$ cat config.mk
export PLATFORM = sky130hd
export DESIGN_NAME = flight_phase_sequencer
export DESIGN_NICKNAME = d
export VERILOG_FILES = /design/src/hw/rtl/fps_pkg.sv /design/src/hw/rtl/fps_regs.sv /design/src/hw/rtl/fps_core.sv /design/src/hw/rtl/flight_phase_sequencer.sv
export SDC_FILE = /design/constraint.sdc
export NUM_CORES = 1
export LEC_CHECK = 0
export BUFFER_PORTS_ARGS = -buffer_cell sky130_fd_sc_hd__buf_2
export CAP_MARGIN = 20
export CORE_ASPECT_RATIO = 2
export CORE_MARGIN = 10
export CORE_UTILIZATION = 30
export DETAILED_ROUTE_END_ITERATION = 12
export GPL_TIMING_DRIVEN = 0
export PLACE_DENSITY = 0.42
export SLEW_MARGIN = 10
export SYNTH_ARGS = -nofsm -noshare
export SYNTH_HDL_FRONTEND = slang
export SYNTH_SLANG_ARGS = --single-unit
$ cat constraint.sdc
create_clock -name clk -period 5.8 [get_ports clk]
set_input_delay 0.58 -clock clk [delete_from_list [all_inputs] [get_ports clk]]
set_output_delay 0.58 -clock clk [all_outputs]
set_load 0.01 [all_outputs]
$ cat src/hw/rtl/fps_pkg.sv
// Package for the flight phase sequencer: phase, event and request codes,
// register map, configuration struct and the event transition table.
// Used by fps_regs, fps_core and flight_phase_sequencer.
package fps_pkg;

	localparam int unsigned PHASE_W   = 4;
	localparam int unsigned EVENT_W   = 4;
	localparam int unsigned ELAPSED_W = 24;
	localparam int unsigned APB_AW    = 5;
	localparam int unsigned APB_DW    = 32;

	localparam logic [ELAPSED_W-1:0] ELAPSED_TOP = '1;

	// flight phases
	localparam logic [PHASE_W-1:0] PH_ABORT     = 4'd0;
	localparam logic [PHASE_W-1:0] PH_STARTUP   = 4'd1;
	localparam logic [PHASE_W-1:0] PH_INIT      = 4'd2;
	localparam logic [PHASE_W-1:0] PH_ALIGN     = 4'd3;
	localparam logic [PHASE_W-1:0] PH_CHECKOUTS = 4'd4;
	localparam logic [PHASE_W-1:0] PH_ARMED     = 4'd5;
	localparam logic [PHASE_W-1:0] PH_BURN      = 4'd6;
	localparam logic [PHASE_W-1:0] PH_COAST     = 4'd7;
	localparam logic [PHASE_W-1:0] PH_FREE_FALL = 4'd8;
	localparam logic [PHASE_W-1:0] PH_DROGUE    = 4'd9;
	localparam logic [PHASE_W-1:0] PH_MAIN      = 4'd10;
	localparam logic [PHASE_W-1:0] PH_LANDED    = 4'd11;
	localparam logic [PHASE_W-1:0] PH_TEST      = 4'd12;
	localparam logic [PHASE_W-1:0] PH_CALIB     = 4'd13;
	localparam logic [PHASE_W-1:0] PH_COUNT     = 4'd14;

	// events
	localparam logic [EVENT_W-1:0] EV_STARTUP_DONE = 4'd0;
	localparam logic [EVENT_W-1:0] EV_ABORT        = 4'd1;
	localparam logic [EVENT_W-1:0] EV_GNSS_FIX     = 4'd2;
	localparam logic [EVENT_W-1:0] EV_TEST_ENTER   = 4'd3;
	localparam logic [EVENT_W-1:0] EV_CONVERGED    = 4'd4;
	localparam logic [EVENT_W-1:0] EV_CHECKOUTS    = 4'd5;
	localparam logic [EVENT_W-1:0] EV_LAUNCH       = 4'd6;
	localparam logic [EVENT_W-1:0] EV_BURNOUT      = 4'd7;
	localparam logic [EVENT_W-1:0] EV_APOGEE       = 4'd8;
	localparam logic [EVENT_W-1:0] EV_DROGUE       = 4'd9;
	localparam logic [EVENT_W-1:0] EV_MAIN         = 4'd10;
	localparam logic [EVENT_W-1:0] EV_TOUCHDOWN    = 4'd11;
	localparam logic [EVENT_W-1:0] EV_CALIBRATE    = 4'd12;
	localparam logic [EVENT_W-1:0] EV_TEST_EXIT    = 4'd13;

	typedef enum logic [1:0] {
		REQ_TICK    = 2'd0,
		REQ_EVENT   = 2'd1,
		REQ_FORCE   = 2'd2,
		REQ_RESTART = 2'd3
	} fps_req_t;

	typedef enum logic [2:0] {
		REG_DWELL_CONVERGED = 3'd0,
		REG_DWELL_CHECKOUTS = 3'd1,
		REG_DWELL_LAUNCH    = 3'd2,
		REG_DWELL_BURNOUT   = 3'd3,
		REG_DWELL_APOGEE    = 3'd4,
		REG_DWELL_TOUCHDOWN = 3'd5,
		REG_START_PHASE     = 3'd6
	} fps_reg_t;

	typedef struct packed {
		logic [ELAPSED_W-1:0] dwell_converged;
		logic [ELAPSED_W-1:0] dwell_checkouts;
		logic [ELAPSED_W-1:0] dwell_launch;
		logic [ELAPSED_W-1:0] dwell_burnout;
		logic [ELAPSED_W-1:0] dwell_apogee;
		logic [ELAPSED_W-1:0] dwell_touchdown;
		logic [PHASE_W-1:0]   start_phase;
	} fps_cfg_t;

	// Transition table; returns the current phase where the event has no edge.
	function automatic logic [PHASE_W-1:0] fps_next_phase(
		input logic [PHASE_W-1:0] ph,
		input logic [EVENT_W-1:0] ev
	);
		logic [PHASE_W-1:0] np;
		np = ph;
		case (ph)
			PH_STARTUP: begin
				if (ev == EV_STARTUP_DONE) np = PH_INIT;
			end
			PH_INIT: begin
				if (ev == EV_ABORT) np = PH_ABORT;
				else if (ev == EV_GNSS_FIX) np = PH_ALIGN;
				else if (ev == EV_TEST_ENTER) np = PH_TEST;
			end
			PH_ALIGN: begin
				if (ev == EV_ABORT) np = PH_ABORT;
				else if (ev == EV_CONVERGED) np = PH_CHECKOUTS;
			end
			PH_CHECKOUTS: begin
				if (ev == EV_ABORT) np = PH_ABORT;
				else if (ev == EV_CHECKOUTS) np = PH_ARMED;
			end
			PH_ARMED: begin
				if (ev == EV_ABORT) np = PH_ABORT;
				else if (ev == EV_LAUNCH) np = PH_BURN;
			end
			PH_BURN: begin
				if (ev == EV_ABORT) np = PH_ABORT;
				else if (ev == EV_BURNOUT) np = PH_COAST;
			end
			PH_COAST: begin
				if (ev == EV_ABORT) np = PH_ABORT;
				else if (ev == EV_APOGEE) np = PH_FREE_FALL;
			end
			PH_FREE_FALL: begin
				if (ev == EV_ABORT) np = PH_ABORT;
				else if (ev == EV_DROGUE) np = PH_DROGUE;
				else if (ev == EV_TOUCHDOWN) np = PH_LANDED;
			end
			PH_DROGUE: begin
				if (ev == EV_ABORT) np = PH_ABORT;
				else if (ev == EV_MAIN) np = PH_MAIN;
				else if (ev == EV_TOUCHDOWN) np = PH_LANDED;
			end
			PH_MAIN: begin
				if (ev == EV_TOUCHDOWN) np = PH_LANDED;
			end
			PH_TEST: begin
				if (ev == EV_CALIBRATE) np = PH_CALIB;
				else if (ev == EV_TEST_EXIT) np = PH_INIT;
			end
			PH_CALIB: begin
				if (ev == EV_TEST_EXIT) np = PH_INIT;
			end
			default: np = ph;
		endcase
		return np;
	endfunction

endpackage

$ cat src/hw/rtl/fps_regs.sv
// Configuration register bank of the flight phase sequencer, APB-style port.
// Depends on fps_pkg for the register map and the configuration struct.
module fps_regs (
	input  logic                       clk,
	input  logic                       arst_n,
	input  logic                       psel,
	input  logic                       penable,
	input  logic                       pwrite,
	input  logic [fps_pkg::APB_AW-1:0] paddr,
	input  logic [fps_pkg::APB_DW-1:0] pwdata,
	output logic [fps_pkg::APB_DW-1:0] prdata,
	output logic                       pready,
	output fps_pkg::fps_cfg_t          cfg
);
	import fps_pkg::*;

	fps_cfg_t cfg_q;
	fps_reg_t reg_sel;
	logic     wr_en;

	assign pready  = 1'b1;
	assign reg_sel = fps_reg_t'(paddr[APB_AW-1:2]);
	assign wr_en   = psel && penable && pwrite && pready;
	assign cfg     = cfg_q;

	always_ff @(posedge clk or negedge arst_n) begin
		if (!arst_n) begin
			cfg_q.dwell_converged <= '0;
			cfg_q.dwell_checkouts <= '0;
			cfg_q.dwell_launch    <= '0;
			cfg_q.dwell_burnout   <= '0;
			cfg_q.dwell_apogee    <= '0;
			cfg_q.dwell_touchdown <= '0;
			cfg_q.start_phase     <= PH_STARTUP;
		end else if (wr_en) begin
			case (reg_sel)
				REG_DWELL_CONVERGED: cfg_q.dwell_converged <= pwdata[ELAPSED_W-1:0];
				REG_DWELL_CHECKOUTS: cfg_q.dwell_checkouts <= pwdata[ELAPSED_W-1:0];
				REG_DWELL_LAUNCH:    cfg_q.dwell_launch    <= pwdata[ELAPSED_W-1:0];
				REG_DWELL_BURNOUT:   cfg_q.dwell_burnout   <= pwdata[ELAPSED_W-1:0];
				REG_DWELL_APOGEE:    cfg_q.dwell_apogee    <= pwdata[ELAPSED_W-1:0];
				REG_DWELL_TOUCHDOWN: cfg_q.dwell_touchdown <= pwdata[ELAPSED_W-1:0];
				REG_START_PHASE:     cfg_q.start_phase     <= pwdata[PHASE_W-1:0];
				default: ;
			endcase
		end
	end

	always_comb begin
		prdata = '0;
		case (reg_sel)
			REG_DWELL_CONVERGED: prdata = APB_DW'(cfg_q.dwell_converged);
			REG_DWELL_CHECKOUTS: prdata = APB_DW'(cfg_q.dwell_checkouts);
			REG_DWELL_LAUNCH:    prdata = APB_DW'(cfg_q.dwell_launch);
			REG_DWELL_BURNOUT:   prdata = APB_DW'(cfg_q.dwell_burnout);
			REG_DWELL_APOGEE:    prdata = APB_DW'(cfg_q.dwell_apogee);
			REG_DWELL_TOUCHDOWN: prdata = APB_DW'(cfg_q.dwell_touchdown);
			REG_START_PHASE:     prdata = APB_DW'(cfg_q.start_phase);
			default:             prdata = '0;
		endcase
	end

endmodule

$ cat src/hw/rtl/fps_core.sv
// Sequencer datapath: input register, phase and elapsed state, result register.
// Depends on fps_pkg for codes, the configuration struct and the transition table.
module fps_core (
	input  logic                          clk,
	input  logic                          arst_n,
	input  fps_pkg::fps_cfg_t             cfg,
	input  logic                          in_valid,
	output logic                          in_ready,
	input  logic [1:0]                    req_type,
	input  logic [fps_pkg::EVENT_W-1:0]   event_code,
	input  logic [fps_pkg::PHASE_W-1:0]   target_phase,
	output logic                          out_valid,
	input  logic                          out_ready,
	output logic [fps_pkg::PHASE_W-1:0]   phase,
	output logic                          phase_changed,
	output logic                          dwell_blocked,
	output logic                          deadline_armed
);
	import fps_pkg::*;

	// input stage
	logic                 valid_s1;
	fps_req_t             req_s1;
	logic [EVENT_W-1:0]   event_s1;
	logic [PHASE_W-1:0]   target_s1;

	// result stage
	logic                 valid_s2;
	logic [PHASE_W-1:0]   phase_s2;
	logic                 changed_s2;
	logic                 blocked_s2;
	logic                 armed_s2;

	// sequencer state
	logic [PHASE_W-1:0]   flight_phase_q;
	logic [ELAPSED_W-1:0] elapsed_q;

	logic                 advance;
	logic [PHASE_W-1:0]   nxt_phase;
	logic [ELAPSED_W-1:0] nxt_elapsed;
	logic                 nxt_changed;
	logic                 nxt_blocked;
	logic [PHASE_W-1:0]   ev_phase;
	logic [PHASE_W-1:0]   start_ph;
	logic [ELAPSED_W-1:0] min_dwell;

	assign advance  = valid_s1 && (!valid_s2 || out_ready);
	assign in_ready = !valid_s1 || advance;

	always_ff @(posedge clk or negedge arst_n) begin
		if (!arst_n) begin
			valid_s1 <= 1'b0;
		end else if (in_ready) begin
			valid_s1 <= in_valid;
		end
	end

	always_ff @(posedge clk) begin
		if (in_ready && in_valid) begin
			req_s1    <= fps_req_t'(req_type);
			event_s1  <= event_code;
			target_s1 <= target_phase;
		end
	end

	assign ev_phase = fps_next_phase(flight_phase_q, event_s1);
	assign start_ph = (cfg.start_phase < PH_COUNT) ? cfg.start_phase : PH_STARTUP;

	always_comb begin
		case (event_s1)
			EV_CONVERGED: min_dwell = cfg.dwell_converged;
			EV_CHECKOUTS: min_dwell = cfg.dwell_checkouts;
			EV_LAUNCH:    min_dwell = cfg.dwell_launch;
			EV_BURNOUT:   min_dwell = cfg.dwell_burnout;
			EV_APOGEE:    min_dwell = cfg.dwell_apogee;
			EV_TOUCHDOWN: min_dwell = cfg.dwell_touchdown;
			default:      min_dwell = '0;
		endcase
	end

	always_comb begin
		nxt_phase   = flight_phase_q;
		nxt_elapsed = elapsed_q;
		nxt_changed = 1'b0;
		nxt_blocked = 1'b0;
		case (req_s1)
			REQ_TICK: begin
				// saturate at the top of the count
				if (elapsed_q != ELAPSED_TOP) nxt_elapsed = elapsed_q + 1'b1;
			end
			REQ_EVENT: begin
				if (ev_phase != flight_phase_q) begin
					if (min_dwell > elapsed_q) begin
						nxt_blocked = 1'b1;
					end else begin
						nxt_phase   = ev_phase;
						nxt_elapsed = '0;
						nxt_changed = 1'b1;
					end
				end
			end
			REQ_FORCE: begin
				if (target_s1 != flight_phase_q && target_s1 < PH_COUNT) begin
					nxt_phase   = target_s1;
					nxt_elapsed = '0;
					nxt_changed = 1'b1;
				end
			end
			REQ_RESTART: begin
				// clear elapsed even when the phase stays
				nxt_phase   = start_ph;
				nxt_elapsed = '0;
				nxt_changed = (start_ph != flight_phase_q);
			end
			default: ;
		endcase
	end

	always_ff @(posedge clk or negedge arst_n) begin
		if (!arst_n) begin
			flight_phase_q <= PH_STARTUP;
			elapsed_q      <= '0;
			valid_s2       <= 1'b0;
		end else begin
			if (advance) begin
				flight_phase_q <= nxt_phase;
				elapsed_q      <= nxt_elapsed;
			end
			if (advance) valid_s2 <= 1'b1;
			else if (out_ready) valid_s2 <= 1'b0;
		end
	end

	always_ff @(posedge clk) begin
		if (advance) begin
			phase_s2   <= nxt_phase;
			changed_s2 <= nxt_changed;
			blocked_s2 <= nxt_blocked;
			armed_s2   <= nxt_phase inside {[PH_BURN:PH_MAIN]};
		end
	end

	assign out_valid      = valid_s2;
	assign phase          = phase_s2;
	assign phase_changed  = changed_s2;
	assign dwell_blocked  = blocked_s2;
	assign deadline_armed = armed_s2;

	// the shown result always reflects the held state
	a_phase_tracks_state: assert property (@(posedge clk) disable iff (!arst_n)
		valid_s2 |-> phase_s2 == flight_phase_q)
		else $error("result phase differs from held phase");

	a_change_clears_elapsed: assert property (@(posedge clk) disable iff (!arst_n)
		valid_s2 && changed_s2 |-> elapsed_q == '0)
		else $error("elapsed count not cleared on a phase change");

	a_blocked_not_changed: assert property (@(posedge clk) disable iff (!arst_n)
		valid_s2 && blocked_s2 |-> !changed_s2 && $stable(flight_phase_q))
		else $error("blocked item changed the phase");

	a_phase_in_range: assert property (@(posedge clk) disable iff (!arst_n)
		flight_phase_q < PH_COUNT)
		else $error("flight phase out of range");

	a_state_holds_idle: assert property (@(posedge clk) disable iff (!arst_n)
		!advance |=> $stable(flight_phase_q) && $stable(elapsed_q))
		else $error("state moved without an item");

endmodule

$ cat src/hw/rtl/flight_phase_sequencer.sv
// Flight phase sequencer top level: configuration bank and sequencer core.
// An accepted item goes through the input register, then the result register.
// Throughput: one item per cycle while out_ready does not stall the result;
// the phase/elapsed update is a single combinational pass between the two.
// Reset: phase startup, elapsed 0, all dwells 0, start phase startup.
// Depends on fps_pkg, fps_regs and fps_core.
module flight_phase_sequencer (
	input  logic                          clk,
	input  logic                          arst_n,
	input  logic                          psel,
	input  logic                          penable,
	input  logic                          pwrite,
	input  logic [fps_pkg::APB_AW-1:0]    paddr,
	input  logic [fps_pkg::APB_DW-1:0]    pwdata,
	output logic [fps_pkg::APB_DW-1:0]    prdata,
	output logic                          pready,
	input  logic                          in_valid,
	output logic                          in_ready,
	input  logic [1:0]                    req_type,
	input  logic [fps_pkg::EVENT_W-1:0]   event_code,
	input  logic [fps_pkg::PHASE_W-1:0]   target_phase,
	output logic                          out_valid,
	input  logic                          out_ready,
	output logic [fps_pkg::PHASE_W-1:0]   phase,
	output logic                          phase_changed,
	output logic                          dwell_blocked,
	output logic                          deadline_armed
);
	import fps_pkg::*;

	fps_cfg_t cfg;

	fps_regs u_regs (
		.clk     (clk),
		.arst_n  (arst_n),
		.psel    (psel),
		.penable (penable),
		.pwrite  (pwrite),
		.paddr   (paddr),
		.pwdata  (pwdata),
		.prdata  (prdata),
		.pready  (pready),
		.cfg     (cfg)
	);

	fps_core u_core (
		.clk            (clk),
		.arst_n         (arst_n),
		.cfg            (cfg),
		.in_valid       (in_valid),
		.in_ready       (in_ready),
		.req_type       (req_type),
		.event_code     (event_code),
		.target_phase   (target_phase),
		.out_valid      (out_valid),
		.out_ready      (out_ready),
		.phase          (phase),
		.phase_changed  (phase_changed),
		.dwell_blocked  (dwell_blocked),
		.deadline_armed (deadline_armed)
	);

endmodule
-- Yosys cells after proc, flatten, opt, wreduce, memory -nomap -nowiden
Cells that the tools add are included.
- flip-flop bits (word level): 195
- output and inout port bits: 42
- logic and storage cells: 130
- $add $sub $neg: 1
- order comparisons: 5
- eq/ne operators: 42
- muxes and demuxes: 41
- reduce and logical (&&, ||, !) cells: 23
- operator list (kind ; number):
    $pmux 24 s7 ; 1
    $pmux 24 s6 ; 1
    $mux 4 ; 25
    $mux 24 ; 4
    $pmux 24 s4 ; 1
    $pmux 4 s12 ; 1
    $eq 4x4->1 const B ; 11
    $eq 4x3->1 const B ; 8
    $add 24x1->24 const B ; 1
    $gt 24x24->1 ; 1
    $ne 24x24->1 const B ; 1
    $eq 4x2->1 const B ; 4
    $reduce_and 2->1 ; 8
    $ne 4x4->1 ; 3
    $pmux 4 s3 ; 1
    $eq 3x3->1 const B ; 3
    $eq 4x1->1 const B ; 2
    $lt 4x4->1 const B ; 2
    $eq 3x2->1 const B ; 2
    $logic_and 1x1->1 ; 6
    $mux 1 ; 6
    $ne 2x1->1 const B ; 3
    $reduce_and 5->1 ; 1
    $eq 2x2->1 const B ; 2
    other kinds (12) ; 14

-- Depth between registers and ports, before layout
Gate-level depths: netlist (run 1).
- depth in word-level cells: 10
- mapped depth: 19
- mapped depth without buffers: 15

-- Modules after synthesis
A second synthesis (run 1) with hierarchy kept.
- cells, all modules: 1059
- area, all modules: 11489.8 sq um
- modules (own cells, without submodules) (module ; times used ; cells an instance ; area each (sq um) ; seq. area each (sq um)):
    fps_regs ; 1 ; 490 ; 6882.9 ; 3704.8
    fps_core ; 1 ; 569 ; 4606.9 ; 1262.5

-- Worst setup path before layout (run 1)
No wires, ideal clock.
- kind: flip-flop to flip-flop
- start: reg u_core.event_s1[1]
- end: reg u_core.armed_s2 (netlist: u_core.deadline_armed), data pin
- library setup time: 0.260 ns
- arrival time: 3.894 ns
- data required time: 5.540 ns
- slack: 1.646 ns
- cell stages (with the launch flop): 18
- path buffers: 3
- clock period less this slack: 4.154 ns
- cells stage by stage: edfxtp_1 buf_2 buf_2 buf_1 mux2i_1 nor2_1 a21oi_1 o21ai_0 ha_1 a211oi_1 o21ai_0 a211oi_1 o221ai_1 a2111oi_0 a21o_1 a2bb2oi_1 a21oi_1 mux2_2
- cells in the longest elaborated chain, start to end: 10
- ends and longest elaborated chain (what ; RTL line ; RTL):
    from (decl) ; fps_core.sv:24 ; logic [EVENT_W-1:0] event_s1;
    from (signal assigned) ; fps_core.sv:61 ; event_s1 <= event_code;
    branches (longest 6 deep; another with $gt 24x24->1) ; -- ;
    $mux 4 (*) ; fps_core.sv:92 ; if (ev_phase != flight_phase_q) begin
    $pmux 4 s3 (*) ; fps_core.sv:86 ; case (req_s1)
    net u_core.nxt_phase[0] ; fps_core.sv:39 ; logic [PHASE_W-1:0] nxt_phase;
    $ge 4x3->1 / $le 4x4->1 (equally long branches) ; fps_core.sv:139 ; armed_s2 <= nxt_phase inside {[PH_BURN:PH_MAIN]};
    $logic_and 1x1->1 (*) ; fps_core.sv:139 ;
    to (signal assigned) ; fps_core.sv:139 ;
    to (decl) ; fps_core.sv:32 ; logic armed_s2;
Mark *: on every way through the listed nets, which the timed path passes.
A chain may end at the register's enable or synchronous reset.

-- Worst setup path after layout (run 1)
- start: reg u_core.event_s1[2]
- end: reg u_core.armed_s2 (netlist: u_core.deadline_armed), data pin
Same word-level chain as after synthesis.

==> impl_metrics.json, run 1 <==
{
  "final_hold_viol_count": 0,
  "register_bit_count_reported_by_yosys": 195,
  "max_slew.worst_pin.slew_ps": 1110,
  "maxCapViolCount": 0,
  "cpPeakStageDelay_ps": 600,
  "dr.pass1.iters": 5,
  "timing.hold.worst_path_depth": 1,
  "outcome": "complete, no violations",
  "r2r_startpoint": "u_core.event_s1[2]",
  "power_leakage_nw": 5.50,
  "relative_area_change_from_synthesis_to_final_layout_pct": 15.1,
  "synthArstFlopShare_pct": 91.3,
  "clock_sinks": 195,
  "grt_use_total_pct": 17.8,
  "critical_path_source_type": "register",
  "floorplan.rows": 100,
  "pin_count_of_the_biggest_net_entering_global_routing": 99,
  "peak_vdd_ir_uv": 197,
  "fmaxAchievable_mhz": 183,
  "synth.avg_cell_area_um2": 10.3,
  "worst-path-buf-inv": 3,
  "clk_pin_slew_worst_paths_ps": 80,
  "required_ps": 6020,
  "synth-seq-area-share_pct": 44.0,
  "drive_above_1_share_pct": 25.8,
  "fin_hold_ws_ps": 280,
  "cts-root-buf": "sky130_fd_sc_hd__clkbuf_16",
  "grt_antenna_before_repair": 0,
  "worstPathMaxFanout": 10,
  "grt_first_pass_wirelength_um": 61900,
  "dp_hpwl_um": 30500,
  "worstRegToRegCells": 17,
  "drc": 0,
  "critical_path_end_type": "register",
  "timing.final.setup_violations": 0,
  "synth_top_flop_cell": "sky130_fd_sc_hd__dfrtp_1",
  "hold_critical_path_endpoint": "u_core.req_s1[1]",
  "route.vias.total": 9197,
  "final_max_slew_viol_count": 0,
  "numPortBuffers": 76,
  "initialDrtViolationCount": 554,
  "yosys.cell_types.count": 71,
  "io-pin-count": 96,
  "gp_routability_congestion": 0.892,
  "final.setup.tns_ps": 0,
  "max-slew-margin-rel_pct": 25.6,
  "hold_start": "req_type[1]",
  "fin_skew_ps": 14.1,
  "dieWidth_um": 157,
  "cp_slowest_cell": "sky130_fd_sc_hd__clkbuf_1",
  "synth.yosys.warnings": 0,
  "core_region_area_mm2": 0.0372,
  "avgViaCountPerCell": 5.51,
  "overflow": 0,
  "post_place_cell_area_mm2": 0.0124,
  "design_area_mm2": 0.0130,
  "timing_worst_setup_path_type": "register to register",
  "synth_edf_count": 17,
  "min_path_type": "primary input to register",
  "grt_most_used_layer": "met2",
  "cts_max_level": 4,
  "critical_path.cell_chain": "buf_2 -> and4b_1 -> buf_2 -> clkbuf_1 -> a22o_1 -> a21oi_1 -> o21ai_0 -> ha_1 -> a211oi_1 -> o21ai_0 -> a211oi_1 -> o221ai_1 -> a2111oi_1 -> a21o_1 -> a2bb2oi_1 -> a21oi_1 -> mux2_2",
  "finalCritPeriodShare_pct": 94.3,
  "chipHeight_um": 294,
  "max-clock-path-buffers": 2,
  "tritoncts": "done",
  "wl_cell_um": 24.5,
  "grt_use_met3_pct": 2.39,
  "worst_skew_pair.late_latency_ps": 470,
  "postCtsSetupRepairBufs": 0,
  "insertedDiodeCount": 0,
  "unrepaired_setup_endpoints_after_global_routing": "no",
  "synthesis.area_mm2": 0.0113,
  "delay_heaviest_family_cp": "compound AO/OA/AOI/OAI gates",
  "total_power_mw": 4.43,
  "final_net_count": 1277,
  "power.density_mw_per_mm2": 341,
  "floorplan.initialDensity_pct": 30.4,
  "worst_reg2reg_endpoint": "u_core.deadline_armed",
  "totalWireLength_um": 40900,
  "number_of_global_route_vias_before_repair": 9646,
  "finalWorstPathRequiredPeriod_ps": 5470,
  "met1_usage_pct": 17.8,
  "full_die_area_mm2": 0.0463,
  "synthesis.instances": 1092,
  "worst_ep_arrival_time_ps": 5690,
  "cts_inserted_buffers": 17,
  "rrSetupSlack_ps": 330,
  "ant_nets_after_route": 0,
  "use_met2_pct": 35.3
}
Yosys cell counts (all sizes together) (10+ instances only):
cell type / number / area, um2
dfrtp: 176 / 4400
mux2: 153 / 1730
a21oi: 94 / 470
a22oi: 62 / 465
nor2: 62 / 235
o21ai: 56 / 280
clkbuf: 53 / 199
nand2: 52 / 195
nand3: 37 / 185
mux2i: 35 / 350
inv: 34 / 128
buf: 29 / 169
a22o: 25 / 219
ha: 25 / 313
edfxtp: 17 / 510
o31ai: 14 / 115
nand2b: 11 / 68.8
nor2b: 10 / 62.6
or3: 10 / 67.6
routing by layer:
layer  routed length (um)  vias up  part of all wire, %
met1                14900     4698                   36
li1                     -     4262                    -
met3                 1100       53                  2.7
met4                 1280        0                  3.1
met5                    0        -                    0
met2                23700      184                   58
cell type report:
| type | count | area, um2 |
|---|---|---|
| fillers | 3800 | 24200 |
| multi-input cells | 788 | 5870 |
| flip-flops and latches | 195 | 4970 |
| well taps | 459 | 574 |
| repair buffers | 81 | 470 |
| clock buffers | 18 | 439 |
| plain buffers | 81 | 377 |
| clock inverters | 14 | 165 |
| inverters | 34 | 128 |
cells by family (layout without fill, tap and decap cells):
| logic type | after synthesis | in the layout | synth area share (%) |
|---|---|---|---|
| xor gates and xnor gates | 8 | 8 | 0.621 |
| and+or+nand+nor | 251 | 251 | 12.0 |
| muxes | 188 | 188 | 18.4 |
| AOI/OAI and AO/OA | 307 | 307 | 17.8 |
| adders and majority gates | 25 | 25 | 2.77 |
| other | 2 | 9 | 0.0665 |
| DFF | 195 | 195 | 44.0 |
| buffers and inverters | 116 | 228 | 4.39 |
metrics by stage:
step	utilization (%)	setup slack, ps	instances
floorplan	-	1650	1099
global placement	33.0	-498	1634
detailed placement	33.2	-502	1638
CTS	34.9	2.82	1671
global route	35.0	47.4	1670
finish	35.0	329	1670
worst reg2reg max path, cell delays in order, from the launching register on:
cell,delay [ps]
sky130_fd_sc_hd__edfxtp_1,500
sky130_fd_sc_hd__buf_2,240
sky130_fd_sc_hd__and4b_1,250
sky130_fd_sc_hd__buf_2,230
sky130_fd_sc_hd__clkbuf_1,610
sky130_fd_sc_hd__a22o_1,260
sky130_fd_sc_hd__a21oi_1,40
sky130_fd_sc_hd__o21ai_0,170
sky130_fd_sc_hd__ha_1,320
sky130_fd_sc_hd__a211oi_1,250
sky130_fd_sc_hd__o21ai_0,150
sky130_fd_sc_hd__a211oi_1,320
sky130_fd_sc_hd__o221ai_1,310
sky130_fd_sc_hd__a2111oi_1,580
sky130_fd_sc_hd__a21o_1,190
sky130_fd_sc_hd__a2bb2oi_1,420
sky130_fd_sc_hd__a21oi_1,130
sky130_fd_sc_hd__mux2_2,280
flip-flops by register name, summed over array words and instances (netlist names), 2 cells and up:
signal                 flops
u_core.req_s1              2
u_core.elapsed_q          24
u_regs.cfg               148
u_core.flight_phase_q      4
u_core.phase               4
u_core.event_s1            4
u_core.target_s1           4
how the worst max path moves through the flow:
stage | slack (ps) | cells past startpoint | from | endpoint
floorplan | 1650 | 17 | u_core.event_s1[1] | u_core.deadline_armed
global placement | -500 | 17 | u_core.event_s1[0] | u_core.deadline_armed
detailed placement | -500 | 17 | u_core.event_s1[0] | u_core.deadline_armed
CTS | 3 | 19 | u_core.event_s1[0] | u_core.elapsed_q[6]
global route | 50 | 19 | u_core.event_s1[2] | u_core.elapsed_q[19]
finish | 330 | 17 | u_core.event_s1[2] | u_core.deadline_armed
cells in the final DEF (no fill, tap or decap), types with 11 or more instances in the layout:
| cell type | Yosys | layout |
|---|---|---|
| sky130_fd_sc_hd__buf_2 | 12 | 88 |
| sky130_fd_sc_hd__clkbuf_1 | 53 | 46 |
| sky130_fd_sc_hd__clkbuf_16 | 0 | 17 |
| sky130_fd_sc_hd__nand2b_1 | 11 | 11 |
| sky130_fd_sc_hd__ha_1 | 25 | 25 |
| sky130_fd_sc_hd__buf_4 | 10 | 12 |
| sky130_fd_sc_hd__a22o_1 | 25 | 25 |
| sky130_fd_sc_hd__a21oi_1 | 94 | 94 |
| sky130_fd_sc_hd__mux2_2 | 152 | 152 |
| sky130_fd_sc_hd__nor2_1 | 61 | 60 |
| sky130_fd_sc_hd__dfrtp_1 | 176 | 176 |
| sky130_fd_sc_hd__o21ai_0 | 53 | 49 |
| sky130_fd_sc_hd__a22oi_1 | 62 | 62 |
| sky130_fd_sc_hd__mux2i_1 | 35 | 35 |
| sky130_fd_sc_hd__nand2_1 | 52 | 52 |
| sky130_fd_sc_hd__o31ai_1 | 12 | 12 |
| sky130_fd_sc_hd__edfxtp_1 | 17 | 17 |
| sky130_fd_sc_hd__nand3_1 | 37 | 37 |
| sky130_fd_sc_hd__inv_1 | 34 | 34 |
repair_timing:
item / 4_1_cts / 5_1_grt
hold buffers: 1 / 0
setup endpoints to repair: 29 / 20
gates resized for setup: 6 / 18
gates cloned: 0 / 0
hold endpoints to repair: 25 / 0
report_power, final:
group          switching [mW]  total, mW  internal [mW]
clock                   0.636       1.26          0.629
combinational           0.778       1.34          0.559
sequential              0.198       1.83           1.63
total                    1.61       4.43           2.82
Note: power is estimated with default switching activity, not from simulation.
==> run 2: changes to the inputs <==
Settings changed: CORE_UTILIZATION 30 to 35, PLACE_DENSITY 0.42 to 0.47.
==> impl_metrics.json, run 2 (synthesis results as in run 1) <==
{
  "total_power_mw": 4.43,
  "gp_routability_congestion": 0.844,
  "finalWorstPathRequiredPeriod_ps": 5490,
  "tritoncts": "done",
  "worst_skew_pair.late_latency_ps": 450,
  "final.setup.tns_ps": 0,
  "cts_inserted_buffers": 17,
  "floorplan.rows": 93,
  "worstPathMaxFanout": 10,
  "io-pin-count": 96,
  "insertedDiodeCount": 0,
  "grt_use_met3_pct": 2.89,
  "avgViaCountPerCell": 5.67,
  "critical_path_source_type": "register",
  "chipHeight_um": 274,
  "dr.pass1.iters": 5,
  "peak_vdd_ir_uv": 233,
  "cts_max_level": 4,
  "max_slew.worst_pin.slew_ps": 1070,
  "multi_input_comb_area_mm2": 0.00587,
  "met1_usage_pct": 19.0,
  "grt_first_pass_wirelength_um": 59200,
  "wl_cell_um": 23.8,
  "fill_cells": 3207,
  "outcome": "complete, no violations",
  "relative_area_change_from_synthesis_to_final_layout_pct": 14.8,
  "use_met2_pct": 37.4,
  "grt_most_used_layer": "met2",
  "dp_hpwl_um": 28900,
  "finalNonFillerCells": 1636,
  "worst_ep_arrival_time_ps": 5810,
  "overflow": 0,
  "dieWidth_um": 147,
  "fin_skew_ps": 10.4,
  "most-common-layout-cells": "sky130_fd_sc_hd__dfrtp_1, sky130_fd_sc_hd__mux2_2, sky130_fd_sc_hd__a21oi_1",
  "full_die_area_mm2": 0.0403,
  "drive_above_1_share_pct": 25.4,
  "totalWireLength_um": 38900,
  "ant_nets_after_route": 0,
  "critical_path_end_type": "register",
  "final_hold_viol_count": 0,
  "power.density_mw_per_mm2": 342,
  "required_ps": 6120,
  "fin_util_pct": 40.5,
  "numPortBuffers": 76,
  "cts-root-buf": "sky130_fd_sc_hd__clkbuf_16",
  "floorplan.initialDensity_pct": 35.3,
  "min_path_type": "primary input to register",
  "timing_worst_setup_path_type": "register to register",
  "max-clock-path-buffers": 2,
  "timing.final.setup_violations": 0,
  "finalCritPeriodShare_pct": 94.6,
  "design_area_mm2": 0.0130,
  "final_net_count": 1277,
  "fmaxAchievable_mhz": 182,
  "final_max_slew_viol_count": 0,
  "initialDrtViolationCount": 614,
  "core_region_area_mm2": 0.0320,
  "power_leakage_nw": 5.50,
  "max-slew-margin-rel_pct": 27.9,
  "mostFrequentLayoutCell": "sky130_fd_sc_hd__dfrtp_1",
  "grt_use_total_pct": 19.2,
  "post_place_cell_area_mm2": 0.0123,
  "area.sequential_mm2": 0.00497,
  "drc": 0,
  "postCtsSetupRepairBufs": 0,
  "grt_antenna_before_repair": 0,
  "largest_reg_flops": 148,
  "unrepaired_setup_endpoints_after_global_routing": "no",
  "pin_count_of_the_biggest_net_entering_global_routing": 100,
  "dp.cells": 1606,
  "maxCapViolCount": 0,
  "clock_sinks": 195,
  "number_of_global_route_vias_before_repair": 9806,
  "route.vias.total": 9274,
  "clk_pin_slew_worst_paths_ps": 70
}
-- run 2: cell count changes in the layout (fill, tap and decap cells not counted), moves of 2 or more --
cell and change:
sky130_fd_sc_hd__clkbuf_1 +3, sky130_fd_sc_hd__clkinvlp_4 -2, sky130_fd_sc_hd__clkinv_8 -2, sky130_fd_sc_hd__bufinv_16 +2, sky130_fd_sc_hd__inv_8 -4, sky130_fd_sc_hd__clkinv_4 +2
-- run 2: report_power, final --
| part | total (mW) | internal [mW] | switching, mW | leakage [nW] |
|---|---|---|---|---|
| combinational | 1.34 | 0.560 | 0.777 | 2.75 |
| sequential | 1.83 | 1.63 | 0.197 | 2.46 |
| clock | 1.27 | 0.706 | 0.560 | 0.296 |
| total | 4.43 | 2.90 | 1.53 | 5.50 |
-- run 2: worst max-delay path, stage by stage, from the launching register on --
cell,delay [ps]
sky130_fd_sc_hd__edfxtp_1,450
sky130_fd_sc_hd__buf_2,230
sky130_fd_sc_hd__nor4b_4,620
sky130_fd_sc_hd__clkbuf_1,600
sky130_fd_sc_hd__a22o_1,230
sky130_fd_sc_hd__a21oi_1,50
sky130_fd_sc_hd__o21ai_1,250
sky130_fd_sc_hd__ha_1,320
sky130_fd_sc_hd__and3_1,190
sky130_fd_sc_hd__o21a_1,110
sky130_fd_sc_hd__a211oi_1,280
sky130_fd_sc_hd__o221ai_1,320
sky130_fd_sc_hd__nand3b_1,220
sky130_fd_sc_hd__o31ai_2,180
sky130_fd_sc_hd__or3_4,470
sky130_fd_sc_hd__buf_6,160
sky130_fd_sc_hd__nor2_2,260
sky130_fd_sc_hd__buf_2,310
sky130_fd_sc_hd__a21oi_1,80
-- run 2: final cells by class --
cell class                      instances  area share, %
Multi-Input combinational cell        788           45.3
Clock buffer                           21           3.55
Timing Repair Buffer                   81           3.63
Clock inverter                          9           1.12
Sequential cell                       195           38.3
Inverter                               34          0.985
Buffer                                 81           2.90
Tap cell                              427           4.12
-- run 2: metrics by stage --
stage | setup WS (ps) | hold slack, ps
after floorplan | 1650 | 284
final | 311 | 305
after CTS | 3.17 | 284
after global routing | 57.6 | 291
after global placement | -457 | 481
after detailed placement | -447 | 365
-- run 2: what timing repair did --
action,CTS,global route
gates resized for setup,6,14
endpoints found under the hold margin,2,0
endpoints found under the setup margin,26,18
hold buffers,1,0
cloned,0,0
-- run 2: layer usage --
metal | share of wire [%] | vias to the layer above | routed length, um
met5 | 0 | - | 0
met4 | 4.4 | 0 | 1730
met3 | 2.6 | 81 | 1020
met2 | 56 | 219 | 21900
met1 | 37 | 4713 | 14300
li1 | - | 4261 | -
-- run 2: final timing paths --
path	start	end	slack, ps	cells after the start
min	target_phase[3]	u_core.target_s1[3]	300	1
max reg2reg	u_core.event_s1[0]	u_core.elapsed_q[23]	310	18
max in group asynchronous	arst_n	u_core.flight_phase_q[0]	4230	4
min in group asynchronous	arst_n	u_core.valid_s1	500	2
min reg2reg	u_core.valid_s1	u_core.out_valid	500	1
max	u_core.event_s1[0]	u_core.elapsed_q[23]	310	18
